--- src/sv/xcfr_pkg.sv ---
`timescale 1ns / 1ps
// ----------------------------------------------------------------------------
// xcfr_pkg
// Shared constants, codes and helpers for the XOR checked frame receiver.
// ----------------------------------------------------------------------------
package xcfr_pkg;

  localparam int PAYLOAD_MAX = 64;
  localparam int AW          = (PAYLOAD_MAX > 1) ? $clog2(PAYLOAD_MAX) : 1;
  localparam int CNT_W       = $clog2(PAYLOAD_MAX + 1);
  localparam int PLEN_W      = 7;
  localparam int STATS_LEN   = 5;

  localparam logic [7:0] CH_DOLLAR = 8'h24;
  localparam logic [7:0] CH_COMMA  = 8'h2C;
  localparam logic [7:0] CH_STAR   = 8'h2A;
  localparam logic [7:0] CH_LF     = 8'h0A;
  localparam logic [7:0] CH_CR     = 8'h0D;
  localparam logic [7:0] CH_S      = 8'h53;
  localparam logic [7:0] CH_T      = 8'h54;
  localparam logic [7:0] CH_A      = 8'h41;

  localparam logic [2:0] EV_OK       = 3'd0;
  localparam logic [2:0] EV_BAD_CSUM = 3'd1;
  localparam logic [2:0] EV_OVERLONG = 3'd2;
  localparam logic [2:0] EV_EARLY_LF = 3'd3;
  localparam logic [2:0] EV_ILLEGAL  = 3'd4;
  localparam logic [2:0] EV_JUNK     = 3'd5;

  localparam logic [2:0] PH_IDLE  = 3'd0;
  localparam logic [2:0] PH_SEQ   = 3'd1;
  localparam logic [2:0] PH_COMMA = 3'd2;
  localparam logic [2:0] PH_PAY   = 3'd3;
  localparam logic [2:0] PH_CSHI  = 3'd4;
  localparam logic [2:0] PH_CSLO  = 3'd5;
  localparam logic [2:0] PH_END   = 3'd6;

  typedef struct packed {
    logic       ok;
    logic [3:0] val;
  } nib_t;

  typedef struct packed {
    logic [2:0]        event_res;
    logic [7:0]        seq_number;
    logic [7:0]        frame_checksum;
    logic [7:0]        computed_checksum;
    logic [7:0]        gap_count;
    logic [PLEN_W-1:0] payload_len;
    logic [7:0]        payload_byte;
    logic              last;
    logic [15:0]       junk_count;
    logic [7:0]        junk_last_byte;
    logic [2:0]        parse_phase;
    logic              is_stats_command;
  } res_t;

  function automatic nib_t hex_nibble(input logic [7:0] c);
    nib_t       r;
    logic [7:0] d;
    r = '0;
    d = 8'h00;
    if (c >= 8'h30 && c <= 8'h39) begin
      d = c - 8'h30;
      r.ok = 1'b1;
    end else if (c >= 8'h41 && c <= 8'h46) begin
      d = c - 8'd55;
      r.ok = 1'b1;
    end else if (c >= 8'h61 && c <= 8'h66) begin
      d = c - 8'd87;
      r.ok = 1'b1;
    end
    r.val = d[3:0];
    return r;
  endfunction

  function automatic logic [7:0] stats_char(input logic [2:0] k);
    logic [7:0] r;
    case (k)
      3'd1:    r = CH_T;
      3'd2:    r = CH_A;
      3'd3:    r = CH_T;
      default: r = CH_S;
    endcase
    return r;
  endfunction

endpackage

--- src/sv/xor_checked_frame_receiver_unit.sv ---
`timescale 1ns / 1ps
// ----------------------------------------------------------------------------
// xor_checked_frame_receiver_unit
// Parses '$' SS ',' payload '*' HH LF frames, checks the XOR checksum and
// reports good frames (one item per payload byte, a single item for an empty payload) and error events.
// ----------------------------------------------------------------------------
//  channel | handshake           | payload
//  --------+---------------------+---------------------------------------------
//  rx      | rx_valid / rx_ready | rx_byte
//  res     | res_valid/res_ready | event_res .. is_stats_command (12 fields)
//
//  A byte is accepted whenever the output register is free and no replay runs.
//  A good frame of N > 0 payload bytes is replayed from the payload RAM after
//  its newline: for each item a RAM read, then an output load.
//  Synchronous reset clears control and parse state; the RAM is not cleared.
//  A stalled output holds the block; no byte is taken during a replay.
module xor_checked_frame_receiver_unit (
  input  logic                       clk,
  input  logic                       rst,
  input  logic                       rx_valid,
  output logic                       rx_ready,
  input  logic [7:0]                 rx_byte,
  output logic                       res_valid,
  input  logic                       res_ready,
  output logic [2:0]                 event_res,
  output logic [7:0]                 seq_number,
  output logic [7:0]                 frame_checksum,
  output logic [7:0]                 computed_checksum,
  output logic [7:0]                 gap_count,
  output logic [xcfr_pkg::PLEN_W-1:0] payload_len,
  output logic [7:0]                 payload_byte,
  output logic                       last,
  output logic [15:0]                junk_count,
  output logic [7:0]                 junk_last_byte,
  output logic [2:0]                 parse_phase,
  output logic                       is_stats_command
);
  import xcfr_pkg::*;

  typedef enum logic [1:0] {ST_RUN, ST_RD, ST_WR} st_t;

  st_t              st, st_next;
  logic [2:0]       phase, phase_next;
  logic [7:0]       frame_seq, frame_seq_next;
  logic [7:0]       expected_seq, expected_seq_next;
  logic             expected_valid, expected_valid_next;
  logic             seq_digits, seq_digits_next;
  logic [7:0]       running_xor, running_xor_next;
  logic [7:0]       carried_checksum, carried_checksum_next;
  logic [CNT_W-1:0] payload_count, payload_count_next;
  logic             stats_ok, stats_ok_next;
  logic [15:0]      junk_run, junk_run_next;
  logic [7:0]       junk_last, junk_last_next;
  logic [7:0]       gap_hold, gap_hold_next;
  logic             stats_hold, stats_hold_next;
  logic [CNT_W-1:0] idx, idx_next;
  logic [CNT_W-1:0] idx_plus;
  res_t             res, res_next;
  logic             res_valid_next;

  logic [7:0]       payload_store [PAYLOAD_MAX];
  logic [7:0]       rd_data;
  logic             mem_we;

  logic             out_free;
  logic             acc;

  assign out_free = !res_valid || res_ready;
  assign rx_ready = (st == ST_RUN) && out_free;
  assign acc      = rx_valid && rx_ready;
  assign idx_plus = idx + 1'b1;

  always_comb begin
    res_t       r;
    nib_t       nib;
    logic       emit;
    logic       do_drop;
    logic       do_begin;
    logic [7:0] gap;
    r        = '0;
    nib      = hex_nibble(rx_byte);
    emit     = 1'b0;
    do_drop  = 1'b0;
    do_begin = 1'b0;
    gap      = 8'h00;

    st_next               = st;
    phase_next            = phase;
    frame_seq_next        = frame_seq;
    expected_seq_next     = expected_seq;
    expected_valid_next   = expected_valid;
    seq_digits_next       = seq_digits;
    running_xor_next      = running_xor;
    carried_checksum_next = carried_checksum;
    payload_count_next    = payload_count;
    stats_ok_next         = stats_ok;
    junk_run_next         = junk_run;
    junk_last_next        = junk_last;
    gap_hold_next         = gap_hold;
    stats_hold_next       = stats_hold;
    idx_next              = idx;
    res_next              = res;
    res_valid_next        = res_valid && !res_ready;
    mem_we                = 1'b0;

    case (st)
      ST_RUN: begin
        if (acc) begin
          if (rx_byte == CH_LF && phase != PH_IDLE && phase != PH_END) begin
            emit          = 1'b1;
            r.event_res   = EV_EARLY_LF;
            r.parse_phase = phase;
            r.last        = 1'b1;
            phase_next    = PH_IDLE;
          end else begin
            case (phase)
              PH_IDLE: begin
                if (rx_byte == CH_DOLLAR) begin
                  if (junk_run != '0) begin
                    emit             = 1'b1;
                    r.event_res      = EV_JUNK;
                    r.junk_count     = junk_run;
                    r.junk_last_byte = junk_last;
                    r.last           = 1'b1;
                  end
                  junk_run_next = '0;
                  do_begin      = 1'b1;
                end else if (rx_byte != CH_LF && rx_byte != CH_CR) begin
                  if (junk_run != '1) junk_run_next = junk_run + 16'd1;
                  junk_last_next = rx_byte;
                end
              end
              PH_SEQ: begin
                if (!nib.ok) begin
                  do_drop = 1'b1;
                end else begin
                  running_xor_next = running_xor ^ rx_byte;
                  frame_seq_next   = {frame_seq[3:0], nib.val};
                  if (seq_digits) begin
                    seq_digits_next = 1'b0;
                    phase_next      = PH_COMMA;
                  end else begin
                    seq_digits_next = 1'b1;
                  end
                end
              end
              PH_COMMA: begin
                if (rx_byte != CH_COMMA) begin
                  do_drop = 1'b1;
                end else begin
                  running_xor_next = running_xor ^ rx_byte;
                  phase_next       = PH_PAY;
                end
              end
              PH_PAY: begin
                if (rx_byte == CH_STAR) begin
                  phase_next            = PH_CSHI;
                  carried_checksum_next = 8'h00;
                end else if (32'(payload_count) >= PAYLOAD_MAX) begin
                  emit          = 1'b1;
                  r.event_res   = EV_OVERLONG;
                  r.parse_phase = PH_PAY;
                  r.last        = 1'b1;
                  phase_next    = PH_IDLE;
                end else begin
                  running_xor_next   = running_xor ^ rx_byte;
                  mem_we             = 1'b1;
                  payload_count_next = payload_count + 1'b1;
                  if (32'(payload_count) < STATS_LEN) begin
                    stats_ok_next = stats_ok &&
                                    (rx_byte == stats_char(3'(payload_count)));
                  end
                end
              end
              PH_CSHI: begin
                if (!nib.ok) begin
                  do_drop = 1'b1;
                end else begin
                  carried_checksum_next = {nib.val, 4'h0};
                  phase_next            = PH_CSLO;
                end
              end
              PH_CSLO: begin
                if (!nib.ok) begin
                  do_drop = 1'b1;
                end else begin
                  carried_checksum_next = {carried_checksum[7:4], nib.val};
                  phase_next            = PH_END;
                end
              end
              PH_END: begin
                if (rx_byte != CH_LF) begin
                  do_drop = 1'b1;
                end else begin
                  if (carried_checksum != running_xor) begin
                    emit                = 1'b1;
                    r.event_res         = EV_BAD_CSUM;
                    r.seq_number        = frame_seq;
                    r.frame_checksum    = carried_checksum;
                    r.computed_checksum = running_xor;
                    r.last              = 1'b1;
                  end else begin
                    if (expected_valid) gap = frame_seq - expected_seq;
                    if (payload_count == '0) begin
                      emit                = 1'b1;
                      r.event_res         = EV_OK;
                      r.seq_number        = frame_seq;
                      r.frame_checksum    = carried_checksum;
                      r.computed_checksum = running_xor;
                      r.gap_count         = gap;
                      r.last              = 1'b1;
                    end else begin
                      gap_hold_next   = gap;
                      stats_hold_next = (32'(payload_count) == STATS_LEN) && stats_ok;
                      idx_next        = '0;
                      st_next         = ST_RD;
                    end
                  end
                  expected_seq_next   = frame_seq + 8'd1;
                  expected_valid_next = 1'b1;
                  phase_next          = PH_IDLE;
                end
              end
              default: phase_next = PH_IDLE;
            endcase
          end

          if (do_drop) begin
            emit          = 1'b1;
            r.event_res   = EV_ILLEGAL;
            r.parse_phase = phase;
            r.last        = 1'b1;
            if (rx_byte == CH_DOLLAR) do_begin = 1'b1;
            else phase_next = PH_IDLE;
          end
          if (do_begin) begin
            phase_next         = PH_SEQ;
            seq_digits_next    = 1'b0;
            frame_seq_next     = 8'h00;
            running_xor_next   = 8'h00;
            payload_count_next = '0;
            stats_ok_next      = 1'b1;
          end
        end
      end
      ST_RD: st_next = ST_WR;
      ST_WR: begin
        if (out_free) begin
          emit                = 1'b1;
          r.event_res         = EV_OK;
          r.seq_number        = frame_seq;
          r.frame_checksum    = carried_checksum;
          r.computed_checksum = running_xor;
          r.gap_count         = gap_hold;
          r.payload_len       = PLEN_W'(payload_count);
          r.payload_byte      = rd_data;
          r.is_stats_command  = stats_hold;
          r.last              = (idx_plus == payload_count);
          idx_next            = idx_plus;
          st_next             = (idx_plus == payload_count) ? ST_RUN : ST_RD;
        end
      end
      default: st_next = ST_RUN;
    endcase

    if (emit) begin
      res_next       = r;
      res_valid_next = 1'b1;
    end
  end

  always_ff @(posedge clk) begin
    if (mem_we) payload_store[payload_count[AW-1:0]] <= rx_byte;
    rd_data <= payload_store[idx[AW-1:0]];
  end

  always_ff @(posedge clk) begin
    res              <= res_next;
    gap_hold         <= gap_hold_next;
    stats_hold       <= stats_hold_next;
    idx              <= idx_next;
    if (rst) begin
      st             <= ST_RUN;
      phase          <= PH_IDLE;
      frame_seq      <= 8'h00;
      expected_seq   <= 8'h00;
      expected_valid <= 1'b0;
      seq_digits     <= 1'b0;
      running_xor    <= 8'h00;
      payload_count  <= '0;
      stats_ok       <= 1'b0;
      junk_run       <= '0;
      res_valid      <= 1'b0;
      junk_last        <= 8'h00;
      carried_checksum <= 8'h00;
    end else begin
      st             <= st_next;
      phase          <= phase_next;
      frame_seq      <= frame_seq_next;
      expected_seq   <= expected_seq_next;
      expected_valid <= expected_valid_next;
      seq_digits     <= seq_digits_next;
      running_xor    <= running_xor_next;
      payload_count  <= payload_count_next;
      stats_ok       <= stats_ok_next;
      junk_run       <= junk_run_next;
      res_valid      <= res_valid_next;
      junk_last        <= junk_last_next;
      carried_checksum <= carried_checksum_next;
    end
  end

  assign event_res         = res.event_res;
  assign seq_number        = res.seq_number;
  assign frame_checksum    = res.frame_checksum;
  assign computed_checksum = res.computed_checksum;
  assign gap_count         = res.gap_count;
  assign payload_len       = res.payload_len;
  assign payload_byte      = res.payload_byte;
  assign last              = res.last;
  assign junk_count        = res.junk_count;
  assign junk_last_byte    = res.junk_last_byte;
  assign parse_phase       = res.parse_phase;
  assign is_stats_command  = res.is_stats_command;

  a_count_bound: assert property (@(posedge clk) disable iff (rst)
    1'b1 |-> (32'(payload_count) <= PAYLOAD_MAX))
    else $error("payload count beyond store depth");

  a_replay_index: assert property (@(posedge clk) disable iff (rst)
    (st != ST_RUN) |-> (idx < payload_count))
    else $error("replay index past payload count");

  a_start_frame: assert property (@(posedge clk) disable iff (rst)
    (acc && phase == PH_IDLE && rx_byte == CH_DOLLAR) |=> (phase == PH_SEQ))
    else $error("start marker did not open a frame");

  a_replay_end: assert property (@(posedge clk) disable iff (rst)
    (st == ST_WR && out_free && idx_plus == payload_count)
      |=> (st == ST_RUN && res_valid && res.last))
    else $error("replay did not close with a last item");

endmodule
--- config.mk ---
export PLATFORM = sky130hd
export DESIGN_NAME = xor_checked_frame_receiver_unit
export DESIGN_NICKNAME = d
export VERILOG_FILES = /design/src/sv/xcfr_pkg.sv /design/src/sv/xor_checked_frame_receiver_unit.sv
export SDC_FILE = /design/constraint.sdc
export NUM_CORES = 1
export LEC_CHECK = 0
export ABC_CLOCK_PERIOD_IN_PS = 15800
export BUFFER_PORTS_ARGS = -buffer_cell sky130_fd_sc_hd__buf_2
export CAP_MARGIN = 20
export CORE_ASPECT_RATIO = 2
export CORE_MARGIN = 3
export CORE_UTILIZATION = 50
export CTS_CLUSTER_DIAMETER = 200
export CTS_CLUSTER_SIZE = 30
export DETAILED_ROUTE_END_ITERATION = 12
export GPL_ROUTABILITY_DRIVEN = 0
export PLACE_DENSITY = 0.64
export SYNTH_ARGS = -nofsm -noshare
export SYNTH_HDL_FRONTEND = slang
export SYNTH_SLANG_ARGS = --single-unit
--- constraint.sdc ---
create_clock -name clk -period 15.8 [get_ports clk]
set_clock_uncertainty 0.1 [all_clocks]
set_input_delay 1.58 -clock clk [delete_from_list [all_inputs] [get_ports clk]]
set_output_delay 1.58 -clock clk [all_outputs]
set_load 0.02 [all_outputs]
Word level (Yosys, flattened, before mapping) --
Memory sizes are Yosys's and may differ from the RTL's. A register that Yosys moved wholly into a read port is not among the register bits. Index checks and enable logic that the tools add are counted. W data, S select, Z words.
Cells by class: $add $sub $neg 8, $lt $le $gt $ge 8, eq/ne operators 40, multiplexer cells 145, bitwise logic cells 11, reductions and logical operators 46
Operators with widths (number):
- $mux W8 | 21
- $mux W32 | 3
- $mux W7 | 12
- $mux W25 | 3
- $mux W35 | 2
- $pmux W35 S2 | 1
- $mux W3 | 18
- $mux W1 | 50
- $mux W16 | 3
- $mux W24 | 2
- $mux W48 | 1
- $pmux W8 S3 | 2
- $reduce_and A7 Y1 | 5
- $mux W28 | 1
- $mux W2 | 12
- $pmux W3 S7 | 1
- $ne A2 B2 Y1 const B | 9
- $reduce_and A6 Y1 | 3
- $add A16 B1 Y16 const B | 1
- $eq A8 B6 Y1 const B | 2
- $ge A8 B7 Y1 const B | 2
- $le A8 B7 Y1 const B | 2
- $mux W4 | 4
- $ne A16 B16 Y1 const B | 1
- 47 further kinds | 97
Storage, ports and cells: register bits after elaboration 167, memory bits (writable) 512, input port bits 12, output and inout bits 81, memories kept 1
Memory list:
- payload_store | depth 64, width 8, read ports 1, clocked after Yosys merged registers in 1, write ports 1, line xor_checked_frame_receiver_unit.sv:61 | logic [7:0] payload_store [PAYLOAD_MAX];

Longest topological paths before layout --
word-level depth 18, mapped depth 10, gate-level depth less buffers 10

Worst setup path after synthesis --
No wires, ideal clock.
path type input-to-reg, start point input res_ready, end point register res, in the netlist computed_checksum[0], enable pin, setup time 625 ps, arrival time 7328 ps, data required time 15075 ps, path slack 7746 ps, cell stages on the path 3, buffers on the path 1, cell sequence nor2b_1 > buf_2 > o21ai_0
On the way: cells in the longest elaborated chain, start to end 5, elaborated cells on any way between the ends 6, classes of those cells mux (3); reduce/logical (3)
RTL lines:
- from (decl) | line xor_checked_frame_receiver_unit.sv:24 | input logic res_ready,
- $logic_or A1 B1 Y1 (*) | line xor_checked_frame_receiver_unit.sv:68 | assign out_free = !res_valid || res_ready;
- $logic_and A1 B1 Y1 | line xor_checked_frame_receiver_unit.sv:69 | assign rx_ready = (st == ST_RUN) && out_free;
- $logic_and A1 B1 Y1 | line xor_checked_frame_receiver_unit.sv:70 | assign acc = rx_valid && rx_ready;
- $mux W1 | line xor_checked_frame_receiver_unit.sv:108 | if (acc) begin
- $pmux W1 S2 (*) | line xor_checked_frame_receiver_unit.sv:106 | case (st)
- to (signal assigned) | line xor_checked_frame_receiver_unit.sv:278 | res <= res_next;
- to (decl) | line xor_checked_frame_receiver_unit.sv:58 | res_t res, res_next;
Mark *: on every way between the ends. The rest lies on a longest branch, timed or not. A chain may end at the register's enable or synchronous reset.

Worst setup path in the final report --
start point input rx_byte[0], end point memory payload_store[46][4], enable pin
On the way: cells in the longest elaborated chain, start to end 8, elaborated cells on any way between the ends 11, classes of those cells eq/ne (2); mux (7); reduce/logical (2)
RTL lines:
- from (decl) | line xor_checked_frame_receiver_unit.sv:22 | input logic [7:0] rx_byte,
- $eq A8 B6 Y1 or $eq A8 B4 Y1 (tied branches) | line xor_checked_frame_receiver_unit.sv:156, xor_checked_frame_receiver_unit.sv:109
- $mux W1 or $logic_and A1 B1 Y1 (tied branches) | line xor_checked_frame_receiver_unit.sv:156, xor_checked_frame_receiver_unit.sv:109
- $mux W1 or $logic_and A1 B1 Y1 (tied branches) | line xor_checked_frame_receiver_unit.sv:116, xor_checked_frame_receiver_unit.sv:109
- $mux W1 (*) | line xor_checked_frame_receiver_unit.sv:109 | if (rx_byte == CH_LF && phase != PH_IDLE && phase != PH_END) begin
- $mux W1 (*) | line xor_checked_frame_receiver_unit.sv:108
- $mux W1 (*) | line xor_checked_frame_receiver_unit.sv:106
- $mux W1 (*) | line xor_checked_frame_receiver_unit.sv:273 | if (mem_we) payload_store[payload_count[AW-1:0]] <= rx_byte;
- $mux W1 (implied by the code) (*) | line xor_checked_frame_receiver_unit.sv:273
- to (decl) | line xor_checked_frame_receiver_unit.sv:61
Marks and branches as above.

==> reports/qor.json <==
{
  "gr-total-overflow": 0,
  "cap_viol_max_count": 0,
  "grt.total_usage_pct": 22.6,
  "finalWorstPathRequiredPeriod_ps": 5660,
  "number_of_flops_mapped_to_enable_cells_by_yosys": 607,
  "cts.clk_slew.worst_paths_ps": 110,
  "critical_path.max_fanout": 73,
  "finalSetupViolations": 0,
  "cp.arrival_ps": 5800,
  "synth_cell_type_count": 75,
  "clock.fmax_mhz": 177,
  "syn_to_final_growth_pct": 7.22,
  "start_util_pct": 50.8,
  "routed_wire_length_per_instance_um": 27.6,
  "drt_drc_violations_left": 0,
  "antenna-diode-count": 0,
  "power.ir.vdd_worst_v": 0.0000856,
  "drive_gt1_share_pct": 19.7,
  "hold_buffers_post_cts": 0,
  "htree_num_levels": 1,
  "avgViaCountPerCell": 5.97,
  "maxSlewHeadroom_pct": 29.4,
  "clkSinkCount": 687,
  "dieWidth_um": 173,
  "result_of_the_run": "complete, no violations",
  "number_of_buffers_created_by_cts": 26,
  "number_of_cells_in_the_finished_layout_apart_from_fillers": 2404,
  "placementRows": 121,
  "cell_chosen_for_the_clock_root": "clkbuf_16",
  "grt_first_pass_wirelength_mm": 98.4,
  "timing.setup.critical_path_class": "in2reg",
  "cts.repair.resized": 0,
  "critical_path.max_stage_delay_ps": 940,
  "ios": 93,
  "ff2ff_path_depth": 6,
  "detailedPlacementHpwl_mm": 44.8,
  "chipHeight_um": 339,
  "timing_hold_violations_final": 0,
  "syn-mean-instance-area_um2": 17.5,
  "clock_latency_ps": 610,
  "worst_setup_path_end_kind": "flop",
  "drt-pass1-iter-count": 5,
  "grt_antenna_before_repair": 0,
  "core_outline_area_mm2": 0.0547,
  "timing.final.max_slew_violations": 0,
  "placement.io_buffers": 92,
  "grt_max_degree": 94,
  "synth_fp_nets": 1618,
  "dominantRegCellSynth": "edfxtp_1",
  "path_category_of_the_worst_min_delay_check": "reg2reg",
  "synth_seq_cells": 687,
  "synthesis.area_mm2": 0.0278,
  "layout.nets": 1681,
  "via_count_of_the_first_global_routing_pass": 14900,
  "synth_seq_area_share_pct": 71.4,
  "postSynthCellCount": 1584,
  "fp.dieArea_mm2": 0.0586,
  "fin_tns_setup_ps": 0,
  "route.vias.total": 14300,
  "asr_flop_ratio_synth_pct": 0,
  "clock_path_buffers": 3,
  "hold-worst-slack_ps": 376,
  "critical_path_cell_by_cell": "buf_2 -> buf_4 -> inv_1 -> ha_1 -> and3b_1 -> nand2_1 -> o21ai_2 -> nor2_2 -> nand4_1 -> nor2_1",
  "cts.repair_timing.setup_buffer_count": 0,
  "finish.utilization_pct": 54.5,
  "timing_worst_slew_pin_value_ps": 1050,
  "static-leakage-power_nw": 9.54,
  "critical_path_required_ps": 15940,
  "period_share_pct": 35.8,
  "holdPathStages": 2,
  "cts_tree": "built",
  "finalWirelength_mm": 66.4,
  "slowest_stage": "nor2_1",
  "finalPower_mw": 2.90,
  "yosys_warnings": 0,
  "dp.cells": 2357,
  "detail_route.iter0.violations": 1159,
  "setup_repair_after_global_routing_missed_its_margin": "false",
  "power-per-cell-area_mw_per_mm2": 97.4,
  "final_antenna_net_count": 0,
  "timing.critical_path.from_type": "input port"
}
[area by class of cell]
type | instances | area (um2)
Tap cell | 738 | 923
Inverter | 24 | 90.1
Clock buffer | 46 | 747
Clock inverter | 1 | 5.00
Fill cell | 4264 | 24900
Multi-Input combinational cell | 794 | 7550
Sequential cell | 687 | 19800
Timing Repair Buffer | 114 | 646
[synthesized netlist by cell type (4+ instances only)]
| master | instances | area (um2) |
|---|---|---|
| nand2b_1 | 5 | 31.3 |
| and2_1 | 41 | 257 |
| nand4_1 | 13 | 81.3 |
| nor4_1 | 6 | 37.5 |
| buf_2 | 18 | 90.1 |
| mux4_2 | 160 | 3600 |
| xor2_1 | 27 | 236 |
| mux2i_1 | 14 | 140 |
| a31oi_1 | 4 | 25.0 |
| buf_1 | 12 | 45.0 |
| nor3_1 | 22 | 110 |
| inv_1 | 24 | 90.1 |
| or3_1 | 11 | 68.8 |
| a21oi_1 | 28 | 140 |
| a22oi_1 | 22 | 165 |
| a211oi_1 | 10 | 75.1 |
| edfxtp_1 | 607 | 18200 |
| nor3b_1 | 4 | 30.0 |
| o21ai_0 | 21 | 105 |
| nand3_1 | 27 | 135 |
| a32o_1 | 4 | 40.0 |
| ha_1 | 21 | 263 |
| nor2b_1 | 31 | 194 |
| and3_1 | 9 | 56.3 |
| dfxtp_1 | 80 | 1600 |
| clkbuf_1 | 46 | 173 |
| nor2_1 | 168 | 631 |
| o21a_1 | 4 | 30.0 |
| nand2_1 | 47 | 176 |
| nor4b_1 | 4 | 35.0 |
| xnor2_1 | 29 | 254 |
[stage by stage]
| step | setup slack, ps | cell area, um2 |
|---|---|---|
| 3_3_place_gp | 9710 | 29000 |
| 2_1_floorplan | 7750 | 27800 |
| 5_1_grt | 9890 | 29800 |
| 4_1_cts | 10190 | 29800 |
| 3_5_place_dp | 9530 | 29000 |
| 6_report | 10140 | 29800 |
[critical path: cells and delay by family]
family          cells  cell delay, ps
buf+inv             3             970
fa+ha+maj           1             300
compound gates      1             250
simple gates        5            2630
[cells in the final DEF, fill, tap and decap left out, types with 29 or more instances in the layout]
master and instances:
xnor2_1 29, nand2_1 47, mux4_2 160, dfxtp_1 80, edfxtp_1 607, buf_2 92, and2_1 41, nor2b_1 31
nor2_1 167
[final timing paths]
check | start | end | slack [ps]
setup reg to reg | res_valid | payload_store[46][4] | 11510
setup / recovery | rx_byte[0] | payload_store[46][4] | 10140
hold reg to reg | expected_seq[2] | expected_seq[2] | 380
hold / removal | expected_seq[2] | expected_seq[2] | 380
[cell families (layout without fill, tap and decap cells)]
family                   count (synthesis)  after routing  synth area share, %
AO/OA/AOI/OAI                          128            128                 3.31
AND/OR/NAND/NOR                        413            413                 7.49
buffers and inverters                  103            185                 1.52
XOR/XNOR                                56             56                 1.77
multiplexers                           175            175                 13.5
adder cells (fa/ha/maj)                 22             22                 1.02
flip-flops                             687            687                 71.4
[layer usage]
metal	track usage, %	routed length (um)
met5	0	0
met4	8.24	2570
met3	2.37	2850
met1	25.2	23300
met2	44.0	37700
[sequential cells by signal, indices dropped and copies added, names as in the netlist, 8 cells and up]
name / cells
carried_checksum: 8
computed_checksum: 8
expected_seq: 8
frame_checksum: 8
frame_seq: 8
gap_count: 8
gap_hold: 8
junk_count: 16
junk_last: 8
junk_last_byte: 8
junk_run: 16
payload_byte: 8
payload_store: 512
rd_data: 8
running_xor: 8
seq_number: 8
[report_power, final]
part	switching, mW	internal [mW]	total, mW	leakage [nW]
clock network	0.516	0.327	0.842	0.359
registers	0.00501	1.98	1.98	6.10
logic	0.0629	0.0162	0.0791	3.09
total	0.583	2.32	2.90	9.54
No activity file was read; power rests on OpenSTA's default activity.
